--- config.mk ---
export PLATFORM = sky130hd
export DESIGN_NAME = ipv4_first_match_rule_filter
export DESIGN_NICKNAME = d
export VERILOG_FILES = /design/src/hdl/ifmf_pkg.sv /design/src/hdl/ifmf_ram.sv /design/src/hdl/ifmf_ctrl.sv /design/src/hdl/ifmf_dp.sv /design/src/hdl/ipv4_first_match_rule_filter.sv
export SDC_FILE = /design/constraint.sdc
export NUM_CORES = 2
export LEC_CHECK = 0
export ABC_AREA = 1
export BUFFER_PORTS_ARGS = -buffer_cell sky130_fd_sc_hd__buf_2
export CAP_MARGIN = 20
export CORE_MARGIN = 3
export CORE_UTILIZATION = 55
export DETAILED_ROUTE_END_ITERATION = 7
export HOLD_SLACK_MARGIN = 0.08
export PLACE_DENSITY = 0.7
export RECOVER_POWER = 25
export SLEW_MARGIN = 20
export SYNTH_ARGS = -nofsm -noshare
export SYNTH_HDL_FRONTEND = slang
export SYNTH_SLANG_ARGS = --single-unit
--- constraint.sdc ---
create_clock -name clk_i -period 8.34 [get_ports clk_i]
set_input_delay 0.417 -clock clk_i [delete_from_list [all_inputs] [get_ports clk_i]]
set_output_delay 0.417 -clock clk_i [all_outputs]
set_load 0.005 [all_outputs]
--- src/hdl/ifmf_pkg.sv ---
// Shared types, codes and helpers for the IPv4 first-match rule filter.
package ifmf_pkg;

  localparam int unsigned ProtoW  = 2;
  localparam int unsigned AddrW   = 32;
  localparam int unsigned PortW   = 16;
  localparam int unsigned SlotW   = 4;
  localparam int unsigned UseW    = 5;
  localparam int unsigned CfgIdxW = 1;
  localparam int unsigned CfgW    = 5;

  localparam logic [ProtoW-1:0] PROTO_ANY = 2'd2;
  localparam logic [ProtoW-1:0] PROTO_BAD = 2'd3;

  localparam logic [CfgIdxW-1:0] CFG_DEFAULT_BLOCK = 1'd0;
  localparam logic [CfgIdxW-1:0] CFG_RULES_IN_USE  = 1'd1;

  localparam logic ACT_WRITE = 1'b0;
  localparam logic ACT_CHECK = 1'b1;

  typedef struct packed {
    logic              verdict;
    logic [ProtoW-1:0] proto;
    logic              host_any;
    logic [AddrW-1:0]  addr;
    logic [AddrW-1:0]  mask;
    logic              port_any;
    logic [PortW-1:0]  port_lo;
    logic [PortW-1:0]  port_hi;
  } rule_t;

  localparam int unsigned RuleW = $bits(rule_t);

  typedef enum logic [1:0] {
    PEND_ZERO    = 2'd0,
    PEND_DEFAULT = 2'd1,
    PEND_RULE    = 2'd2
  } pend_sel_e;

  typedef struct packed {
    logic      accept;
    logic      scan_step;
    logic      pend_load;
    pend_sel_e pend_sel;
    logic      out_load;
  } cmd_t;

  typedef struct packed {
    logic is_check;
    logic short_check;
    logic slot_match;
    logic scan_last;
  } sts_t;

  // Fold the unused code onto "any".
  function automatic logic [ProtoW-1:0] norm_proto(input logic [ProtoW-1:0] p);
    norm_proto = (p == PROTO_BAD) ? PROTO_ANY : p;
  endfunction

endpackage

--- src/hdl/ifmf_ram.sv ---
// Generic single-write, single-read RAM with registered read data.
module ifmf_ram #(
  parameter int unsigned Width = 8,
  parameter int unsigned Depth = 16
) (
  input  logic                                   clk_i,
  input  logic                                   we_i,
  input  logic [(Depth > 1 ? $clog2(Depth) : 1)-1:0] waddr_i,
  input  logic [Width-1:0]                       wdata_i,
  input  logic [(Depth > 1 ? $clog2(Depth) : 1)-1:0] raddr_i,
  output logic [Width-1:0]                       rdata_o
);

  logic [Width-1:0] mem_q [Depth];
  logic [Width-1:0] rdata_q;

  always_ff @(posedge clk_i) begin
    if (we_i) begin
      mem_q[waddr_i] <= wdata_i;
    end
    rdata_q <= mem_q[raddr_i];
  end

  assign rdata_o = rdata_q;

endmodule

--- src/hdl/ifmf_ctrl.sv ---
// Sequencer for the rule filter: accept, slot scan and result handoff.
module ifmf_ctrl (
  input  logic              clk_i,
  input  logic              rst_ni,
  input  logic              in_valid_i,
  output logic              in_ready_o,
  output logic              out_valid_o,
  input  logic              out_ready_i,
  input  ifmf_pkg::sts_t    sts_i,
  output ifmf_pkg::cmd_t    cmd_o
);

  typedef enum logic [2:0] {
    ST_IDLE = 3'b001,
    ST_SCAN = 3'b010,
    ST_DONE = 3'b100
  } state_e;

  state_e state_q, state_d;
  logic   out_valid_q, out_valid_d;
  logic   out_free;

  assign out_free = !out_valid_q || out_ready_i;

  always_comb begin
    state_d        = state_q;
    cmd_o          = '0;
    cmd_o.pend_sel = ifmf_pkg::PEND_ZERO;
    in_ready_o     = 1'b0;
    case (state_q)
      ST_IDLE: begin
        in_ready_o = 1'b1;
        if (in_valid_i) begin
          cmd_o.accept = 1'b1;
          if (!sts_i.is_check) begin
            cmd_o.pend_load = 1'b1;
            cmd_o.pend_sel  = ifmf_pkg::PEND_ZERO;
            state_d         = ST_DONE;
          end else if (sts_i.short_check) begin
            cmd_o.pend_load = 1'b1;
            cmd_o.pend_sel  = ifmf_pkg::PEND_DEFAULT;
            state_d         = ST_DONE;
          end else begin
            state_d = ST_SCAN;
          end
        end
      end
      ST_SCAN: begin
        cmd_o.scan_step = 1'b1;
        if (sts_i.slot_match) begin
          cmd_o.pend_load = 1'b1;
          cmd_o.pend_sel  = ifmf_pkg::PEND_RULE;
          state_d         = ST_DONE;
        end else if (sts_i.scan_last) begin
          cmd_o.pend_load = 1'b1;
          cmd_o.pend_sel  = ifmf_pkg::PEND_DEFAULT;
          state_d         = ST_DONE;
        end
      end
      ST_DONE: begin
        // Hold until the output register is free.
        if (out_free) begin
          cmd_o.out_load = 1'b1;
          state_d        = ST_IDLE;
        end
      end
      default: begin
        state_d = ST_IDLE;
      end
    endcase
  end

  always_comb begin
    out_valid_d = out_valid_q;
    if (out_valid_q && out_ready_i) begin
      out_valid_d = 1'b0;
    end
    if (cmd_o.out_load) begin
      out_valid_d = 1'b1;
    end
  end

  always_ff @(posedge clk_i or negedge rst_ni) begin
    if (!rst_ni) begin
      state_q     <= ST_IDLE;
      out_valid_q <= 1'b0;
    end else begin
      state_q     <= state_d;
      out_valid_q <= out_valid_d;
    end
  end

  assign out_valid_o = out_valid_q;

endmodule

--- src/hdl/ifmf_dp.sv ---
// Datapath of the rule filter: config registers, rule RAM, slot compare, result registers.
module ifmf_dp #(
  parameter int unsigned RULE_SLOTS = 16
) (
  input  logic                               clk_i,
  input  logic                               rst_ni,
  input  logic                               cfg_we_i,
  input  logic [ifmf_pkg::CfgIdxW-1:0]       cfg_idx_i,
  input  logic [ifmf_pkg::CfgW-1:0]          cfg_data_i,
  input  logic                               action_i,
  input  logic [ifmf_pkg::SlotW-1:0]         rule_slot_i,
  input  logic                               rule_blocks_i,
  input  logic [ifmf_pkg::ProtoW-1:0]        protocol_i,
  input  logic                               host_any_i,
  input  logic [ifmf_pkg::AddrW-1:0]         ipv4_addr_i,
  input  logic [ifmf_pkg::AddrW-1:0]         ipv4_mask_i,
  input  logic                               port_any_i,
  input  logic [ifmf_pkg::PortW-1:0]         port_lo_i,
  input  logic [ifmf_pkg::PortW-1:0]         port_hi_i,
  input  logic                               ipv6_query_i,
  input  ifmf_pkg::cmd_t                     cmd_i,
  output ifmf_pkg::sts_t                     sts_o,
  output logic                               blocked_o,
  output logic                               rule_hit_o,
  output logic [ifmf_pkg::SlotW-1:0]         hit_slot_o
);

  localparam int unsigned IdxW = (RULE_SLOTS > 1) ? $clog2(RULE_SLOTS) : 1;
  localparam int unsigned CntW = $clog2(RULE_SLOTS + 1);
  localparam int unsigned LimW = (CntW > ifmf_pkg::UseW) ? CntW : ifmf_pkg::UseW;

  logic                        default_block_q;
  logic [ifmf_pkg::UseW-1:0]   rules_in_use_q;

  logic [LimW-1:0]             limit;
  logic                        slot_ok;
  logic                        ram_we;
  logic [IdxW-1:0]             waddr;
  logic [IdxW-1:0]             raddr;
  ifmf_pkg::rule_t             wrule;
  ifmf_pkg::rule_t             rrule;

  logic [IdxW-1:0]             idx_q, idx_d;
  logic [ifmf_pkg::ProtoW-1:0] q_proto_q;
  logic [ifmf_pkg::AddrW-1:0]  q_addr_q;
  logic [ifmf_pkg::PortW-1:0]  q_port_q;

  logic                        proto_ok, host_ok, port_ok;

  logic                        pend_blocked_q, pend_blocked_d;
  logic                        pend_hit_q, pend_hit_d;
  logic [ifmf_pkg::SlotW-1:0]  pend_slot_q, pend_slot_d;

  logic                        blocked_q;
  logic                        rule_hit_q;
  logic [ifmf_pkg::SlotW-1:0]  hit_slot_q;

  // Configuration registers.
  always_ff @(posedge clk_i or negedge rst_ni) begin
    if (!rst_ni) begin
      default_block_q <= 1'b0;
      rules_in_use_q  <= '0;
    end else if (cfg_we_i) begin
      case (cfg_idx_i)
        ifmf_pkg::CFG_DEFAULT_BLOCK: default_block_q <= cfg_data_i[0];
        ifmf_pkg::CFG_RULES_IN_USE:  rules_in_use_q  <= cfg_data_i[ifmf_pkg::UseW-1:0];
        default: ;
      endcase
    end
  end

  // Clamp the active count to the table depth.
  assign limit = (LimW'(rules_in_use_q) > LimW'(RULE_SLOTS)) ? LimW'(RULE_SLOTS)
                                                              : LimW'(rules_in_use_q);

  // Rule write; drop slots past the table.
  assign slot_ok = LimW'(rule_slot_i) < LimW'(RULE_SLOTS);
  assign ram_we  = cmd_i.accept && (action_i == ifmf_pkg::ACT_WRITE) && slot_ok;
  assign waddr   = IdxW'(rule_slot_i);

  always_comb begin
    wrule.verdict  = rule_blocks_i;
    wrule.proto    = ifmf_pkg::norm_proto(protocol_i);
    wrule.host_any = host_any_i;
    wrule.addr     = ipv4_addr_i;
    wrule.mask     = ipv4_mask_i;
    wrule.port_any = port_any_i;
    wrule.port_lo  = port_lo_i;
    wrule.port_hi  = port_hi_i;
  end

  // Prefetch the next slot while the current one is compared.
  assign raddr = (cmd_i.scan_step && !sts_o.scan_last) ? idx_q + IdxW'(1) : '0;

  ifmf_ram #(
    .Width (ifmf_pkg::RuleW),
    .Depth (RULE_SLOTS)
  ) u_rule_ram (
    .clk_i   (clk_i),
    .we_i    (ram_we),
    .waddr_i (waddr),
    .wdata_i (wrule),
    .raddr_i (raddr),
    .rdata_o (rrule)
  );

  // Query capture.
  always_ff @(posedge clk_i) begin
    if (cmd_i.accept) begin
      q_proto_q <= ifmf_pkg::norm_proto(protocol_i);
      q_addr_q  <= ipv4_addr_i;
      q_port_q  <= port_lo_i;
    end
  end

  always_comb begin
    idx_d = idx_q;
    if (cmd_i.accept) begin
      idx_d = '0;
    end else if (cmd_i.scan_step) begin
      idx_d = idx_q + IdxW'(1);
    end
  end

  always_ff @(posedge clk_i or negedge rst_ni) begin
    if (!rst_ni) begin
      idx_q <= '0;
    end else begin
      idx_q <= idx_d;
    end
  end

  // Slot compare.
  assign proto_ok = (rrule.proto == ifmf_pkg::PROTO_ANY) || (rrule.proto == q_proto_q);
  assign host_ok  = rrule.host_any || (((q_addr_q ^ rrule.addr) & rrule.mask) == '0);
  assign port_ok  = rrule.port_any ||
                    ((q_port_q >= rrule.port_lo) && (q_port_q <= rrule.port_hi));

  assign sts_o.is_check    = (action_i == ifmf_pkg::ACT_CHECK);
  assign sts_o.short_check = ipv6_query_i || (limit == '0);
  assign sts_o.slot_match  = proto_ok && host_ok && port_ok;
  assign sts_o.scan_last   = (LimW'(idx_q) + LimW'(1)) == limit;

  // Pending result.
  always_comb begin
    pend_blocked_d = pend_blocked_q;
    pend_hit_d     = pend_hit_q;
    pend_slot_d    = pend_slot_q;
    if (cmd_i.pend_load) begin
      case (cmd_i.pend_sel)
        ifmf_pkg::PEND_DEFAULT: begin
          pend_blocked_d = default_block_q;
          pend_hit_d     = 1'b0;
          pend_slot_d    = '0;
        end
        ifmf_pkg::PEND_RULE: begin
          pend_blocked_d = rrule.verdict;
          pend_hit_d     = 1'b1;
          pend_slot_d    = ifmf_pkg::SlotW'(idx_q);
        end
        default: begin
          pend_blocked_d = 1'b0;
          pend_hit_d     = 1'b0;
          pend_slot_d    = '0;
        end
      endcase
    end
  end

  always_ff @(posedge clk_i) begin
    pend_blocked_q <= pend_blocked_d;
    pend_hit_q     <= pend_hit_d;
    pend_slot_q    <= pend_slot_d;
    if (cmd_i.out_load) begin
      blocked_q  <= pend_blocked_q;
      rule_hit_q <= pend_hit_q;
      hit_slot_q <= pend_slot_q;
    end
  end

  assign blocked_o  = blocked_q;
  assign rule_hit_o = rule_hit_q;
  assign hit_slot_o = hit_slot_q;

endmodule

--- src/hdl/ipv4_first_match_rule_filter.sv ---
// Top level of the IPv4 first-match rule filter.
// First-match IPv4 rule filter. A write transaction stores one rule into a slot of a
// RULE_SLOTS-deep RAM. A check transaction walks slots 0 up to rules_in_use-1
// (clamped to RULE_SLOTS) one per cycle through the single RAM read port and stops
// at the first match; the table is skipped for an IPv6 query or when no slots are
// active. One transaction is in flight at a time; the result register lets the next
// input be taken while a result waits on the output. Configure only while idle; rule
// slots read before being written return unspecified fields.
module ipv4_first_match_rule_filter #(
  parameter int unsigned RULE_SLOTS = 16
) (
  input  logic                          clk_i,
  input  logic                          rst_ni,
  input  logic                          cfg_we_i,
  input  logic [ifmf_pkg::CfgIdxW-1:0]  cfg_idx_i,
  input  logic [ifmf_pkg::CfgW-1:0]     cfg_data_i,
  input  logic                          in_valid_i,
  output logic                          in_ready_o,
  input  logic                          action_i,
  input  logic [ifmf_pkg::SlotW-1:0]    rule_slot_i,
  input  logic                          rule_blocks_i,
  input  logic [ifmf_pkg::ProtoW-1:0]   protocol_i,
  input  logic                          host_any_i,
  input  logic [ifmf_pkg::AddrW-1:0]    ipv4_addr_i,
  input  logic [ifmf_pkg::AddrW-1:0]    ipv4_mask_i,
  input  logic                          port_any_i,
  input  logic [ifmf_pkg::PortW-1:0]    port_lo_i,
  input  logic [ifmf_pkg::PortW-1:0]    port_hi_i,
  input  logic                          ipv6_query_i,
  output logic                          out_valid_o,
  input  logic                          out_ready_i,
  output logic                          blocked_o,
  output logic                          rule_hit_o,
  output logic [ifmf_pkg::SlotW-1:0]    hit_slot_o
);

  ifmf_pkg::cmd_t cmd;
  ifmf_pkg::sts_t sts;

  ifmf_ctrl u_ctrl (
    .clk_i       (clk_i),
    .rst_ni      (rst_ni),
    .in_valid_i  (in_valid_i),
    .in_ready_o  (in_ready_o),
    .out_valid_o (out_valid_o),
    .out_ready_i (out_ready_i),
    .sts_i       (sts),
    .cmd_o       (cmd)
  );

  ifmf_dp #(
    .RULE_SLOTS (RULE_SLOTS)
  ) u_dp (
    .clk_i         (clk_i),
    .rst_ni        (rst_ni),
    .cfg_we_i      (cfg_we_i),
    .cfg_idx_i     (cfg_idx_i),
    .cfg_data_i    (cfg_data_i),
    .action_i      (action_i),
    .rule_slot_i   (rule_slot_i),
    .rule_blocks_i (rule_blocks_i),
    .protocol_i    (protocol_i),
    .host_any_i    (host_any_i),
    .ipv4_addr_i   (ipv4_addr_i),
    .ipv4_mask_i   (ipv4_mask_i),
    .port_any_i    (port_any_i),
    .port_lo_i     (port_lo_i),
    .port_hi_i     (port_hi_i),
    .ipv6_query_i  (ipv6_query_i),
    .cmd_i         (cmd),
    .sts_o         (sts),
    .blocked_o     (blocked_o),
    .rule_hit_o    (rule_hit_o),
    .hit_slot_o    (hit_slot_o)
  );

endmodule
==> summary by stage <==
Place
Counting tap cells, the placed design contains a total of approximately 8400 instances. The count of buffers added on input and output ports is around 130. The final RePlAce weighted congestion is approximately 0.81. Detailed placement finished with a half-perimeter wire length of roughly 89000 um. The placed instances occupy a cell area of about 78000 um2.

Power and ir drop
The total power divided by cell area is roughly 240 nW/um2. IR analysis of the VDD net gives a maximum drop of 0.192 mV. The cell leakage power is about 34 nW.

Yosys
For this run, the leading register cell type out of synthesis is edfxtp_1. Counting flops with an async set or reset pin after synthesis yields a share of less than 1%. Each instance of the synthesized netlist takes up on average between 10 and 15 um2. The count of flip-flops with a built-in enable after synthesis is ~1700. The cell taking the most area after synthesis is edfxtp_1.

The top cell type's share of synthesized area is 66.5%. The sequential element share of the synthesized area is roughly 70%. Counting flops and latches in the post-synthesis netlist gives roughly 1800.

Among all cell types in the netlist, the one instantiated most often is edfxtp_1. The count of different cell masters after synthesis is 32. The cell area that synthesis handed to floorplanning was between 70000 and 80000 um2. Synthesis produced a netlist whose cell count is between 6000 and 7000. Ranked by instance count, the synthesized netlist is headed by 1678 x edfxtp_1, 1669 x nand2_1, 1665 x nand3_1. Synthesis produced a netlist with a net count of approximately 7000. For this run, the number of Yosys warnings is 0. By area the synthesized netlist is led by edfxtp_1 67%, nand3_1 11%, nand2_1 8.3%, inv_1 4.2%, nand3b_1 3.0%.

Floorplan
The area of the die is approximately 140000 um2. The initial utilization of the core area, before any placement, comes to between 50% and 60%. The top-level I/O count is 126. The floorplan has around 140 rows. The total core area is between 100000 and 150000 um2.

The floorplan die height is between 300 and 400 um. In this run the horizontal extent of the chip is ~380 um.

Setup path
The worst setup path is of the register to register kind. The worst setup path is captured at a register. The startpoint of the most critical register-to-register path is u_dp.idx_q[0]. Together, buffers and inverters on the worst path number 2. Along the worst path, the maximum fanout reaches about 180. The worst setup path is launched from a register.

The data arrival time at the worst-slack endpoint is 5400 ps. The required time of the critical path is 9070 ps. The biggest cell delay along the critical path is about 900 ps. The signal on the critical path passes through ha_1 > inv_2 > nand2_1 > nand3_1 > nor2_1 > nand2_1 > nand2_1 > nand2_8 > nand2_2 > nor2_4 > buf_12 > nand3_1 > nand3_1 > nand3_1 > nand2_1.

Broken down by cell family, the worst path's largest delay share belongs to simple AND/OR/NAND/NOR gates. The worst setup slack for register-to-register paths is about 3700 ps. The largest individual stage delay along the critical path comes from the cell nor2_4.

The worst setup path startpoint is u_dp.idx_q[0].

CTS
The deepest level of the CTS H-tree is 4. TritonCTS built the clock tree. The post-cts repair resize count is 0.

In this run, post-CTS hold repair placed around 120 buffers. For the worst-skew pair, the clock arrives at the later sink with an insertion delay of about 810 ps. The maximum root-to-sink buffer count is 3.

The clock root buffer is clkbuf_16. Clock tree synthesis inserted a total of about 180 buffers. In this run the post-CTS setup repair buffer count came out at 0. After clock tree synthesis, the clock-pin slew on the worst setup and hold paths is 50 ps. The clock drives approximately 1800 sinks.

Layout
The fraction of layout instances using a drive strength above 1 is under 10%. For this run, the number of standard cells in the final layout without fillers is 8863. At the end of the flow the core is filled with cells to 62.2%. The number of nets in the layout is around 7100. Once layout is done, the placed cells without fillers occupy roughly 85000 um2.

Relative to the synthesized area, the layout overhead comes to 11.8%.

Timing
The worst-margin pin slew is about 1200 ps. The highest clock rate is 0.214 GHz. Across the routed clock network, the largest skew measured is around 27 ps. For the final routed database, the setup TNS stands at 0 ps. The total setup violations reported at the end of the flow is 0. The relative slew slack is about a fifth. The final count of pins violating max slew is 0.

The number of hold violations in the final report is 0. Dividing the final minimum period by the clock period gives about 56%. The minimum clock period after layout is approximately 4700 ps. Setup repair after global routing left no endpoint under its margin.

Outcome
The run finished with clean final reports.

Detailed routing
After detailed routing, the total wire length is slightly below 200000 um. Summing over every cut layer, the via total after detailed routing is a little over 50000. The residual antenna-violating net count after detailed routing is 0. The count of routing violations after the opening detailed-route iteration is 6391. The number of iterations in the first detailed-routing pass is 5.

Dividing the detail-routed via count by the number of cells gives just under 6. After detailed routing, the average wire length per cell comes to 21.9 um. The post-detailed-route DRC marker count is 0.

Hold path
The tightest min-delay check is of the primary input to register type. The source of the worst hold timing path is cfg_idx_i.

Flow run
Across the run, the number of max-cap violations was 0.

Global routing
Across every metal layer, demand over resource in global routing totals 27.1%. The number of global-route vias before repair is 48400. The first global-routing pass estimated approximately 290000 um of wire. Summed over all layers, the global routing overflow is 0. The number of antenna violations at the first check in global routing is 21. Entering global routing, the biggest net connects ~230 pins.
## path summary, 6_finish.rpt
check,depth (start not counted),to
hold / removal,3,u_dp.rules_in_use_q[3]
hold reg to reg,0,u_dp.hit_slot_o[2]
setup / recovery,15,u_dp.u_rule_ram.rdata_o[59]
max in group asynchronous,4,u_dp.default_block_q
min in group asynchronous,3,u_ctrl.state_q[0]
setup reg to reg,15,u_dp.u_rule_ram.rdata_o[59]
## power breakdown
group / switching (W) / total (W) / leakage [nW] / internal, W
Clock: 0.00334 / 0.00799 / 2.89 / 0.00465
Combinational: 0.00168 / 0.00240 / 14.7 / 0.000719
Sequential: 0.000191 / 0.0103 / 16.1 / 0.0101
## sequential cells by signal (all words and copies together) (netlist names), 2 cells and up
name / cells
u_ctrl.state_q: 3
u_dp.idx_q: 4
u_dp.rules_in_use_q: 5
u_dp.pend_slot_q: 4
u_dp.q_proto_q: 2
u_dp.hit_slot_o: 4
u_dp.u_rule_ram.rdata_o: 101
u_dp.u_rule_ram.mem_q: 1616
u_dp.q_port_q: 16
u_dp.q_addr_q: 32
## through the flow
stage                     total power (W)  hold WS (ps)  setup slack, ps
final                              0.0207           177             3670
after global routing               0.0214           218             3280
after CTS                          0.0208           133             3660
after detailed placement           0.0128           347             3700
after global placement             0.0128           333             3710
after floorplan                    0.0121           121             -393
## cell type report
cell class	count	area (um2)
repair buffers	308	2510
fillers	10400	51500
clock inverters	76	716
clock buffers	262	5180
flip-flops and latches	1793	52800
well taps	1781	2230
inverters	846	3190
multi-input cells	3785	18100
diodes	12	30.0
## placed cells by master, fill, tap and decap left out, types with 4 or more instances in the layout
master | netlist | final
a21oi_1 | 21 | 21
buf_12 | 0 | 23
buf_2 | 258 | 66
buf_4 | 3 | 41
bufinv_16 | 0 | 11
clkbuf_1 | 123 | 109
clkbuf_16 | 0 | 184
clkbuf_8 | 0 | 28
clkinv_1 | 0 | 25
clkinv_2 | 0 | 25
dfrtp_1 | 13 | 13
dfxtp_1 | 101 | 101
diode_2 | 0 | 12
dlygate4sd3_1 | 0 | 119
edfxtp_1 | 1678 | 1678
ha_1 | 36 | 36
inv_1 | 841 | 840
inv_2 | 5 | 4
inv_6 | 0 | 8
nand2_1 | 1669 | 1669
nand3_1 | 1665 | 1665
nand3b_1 | 305 | 305
nor2_1 | 50 | 32
nor2_4 | 2 | 21
o21ai_0 | 10 | 10
## tightest hold or removal path: stages
cell	delay, ps
buf_2	100
nand2_1	220
mux2_2	210
## layer usage
| layer | share of wire, % | up-vias | global-route usage [%] |
|---|---|---|---|
| met2 | 47 | 2336 | 43.3 |
| li1 | - | 23400 | - |
| met3 | 9.2 | 310 | 4.56 |
| met4 | 2.0 | 10 | 7.13 |
| met5 | 0.025 | - | 0 |
| met1 | 42 | 25000 | 39.0 |
## cells by family (layout without fill, tap and decap cells)
group                      count (synthesis)  after routing  synth area share (%)
AOI/OAI and AO/OA                         41             41                 0.297
buffers and inverters                   1270           1492                  6.73
adders and majority gates                 36             36                 0.595
other                                      0             12                     0
muxes                                      1              1                0.0149
DFF                                     1793           1793                  69.6
and+or+nand+nor                         3707           3707                  22.7
Power figures use the tool's default switching activity.
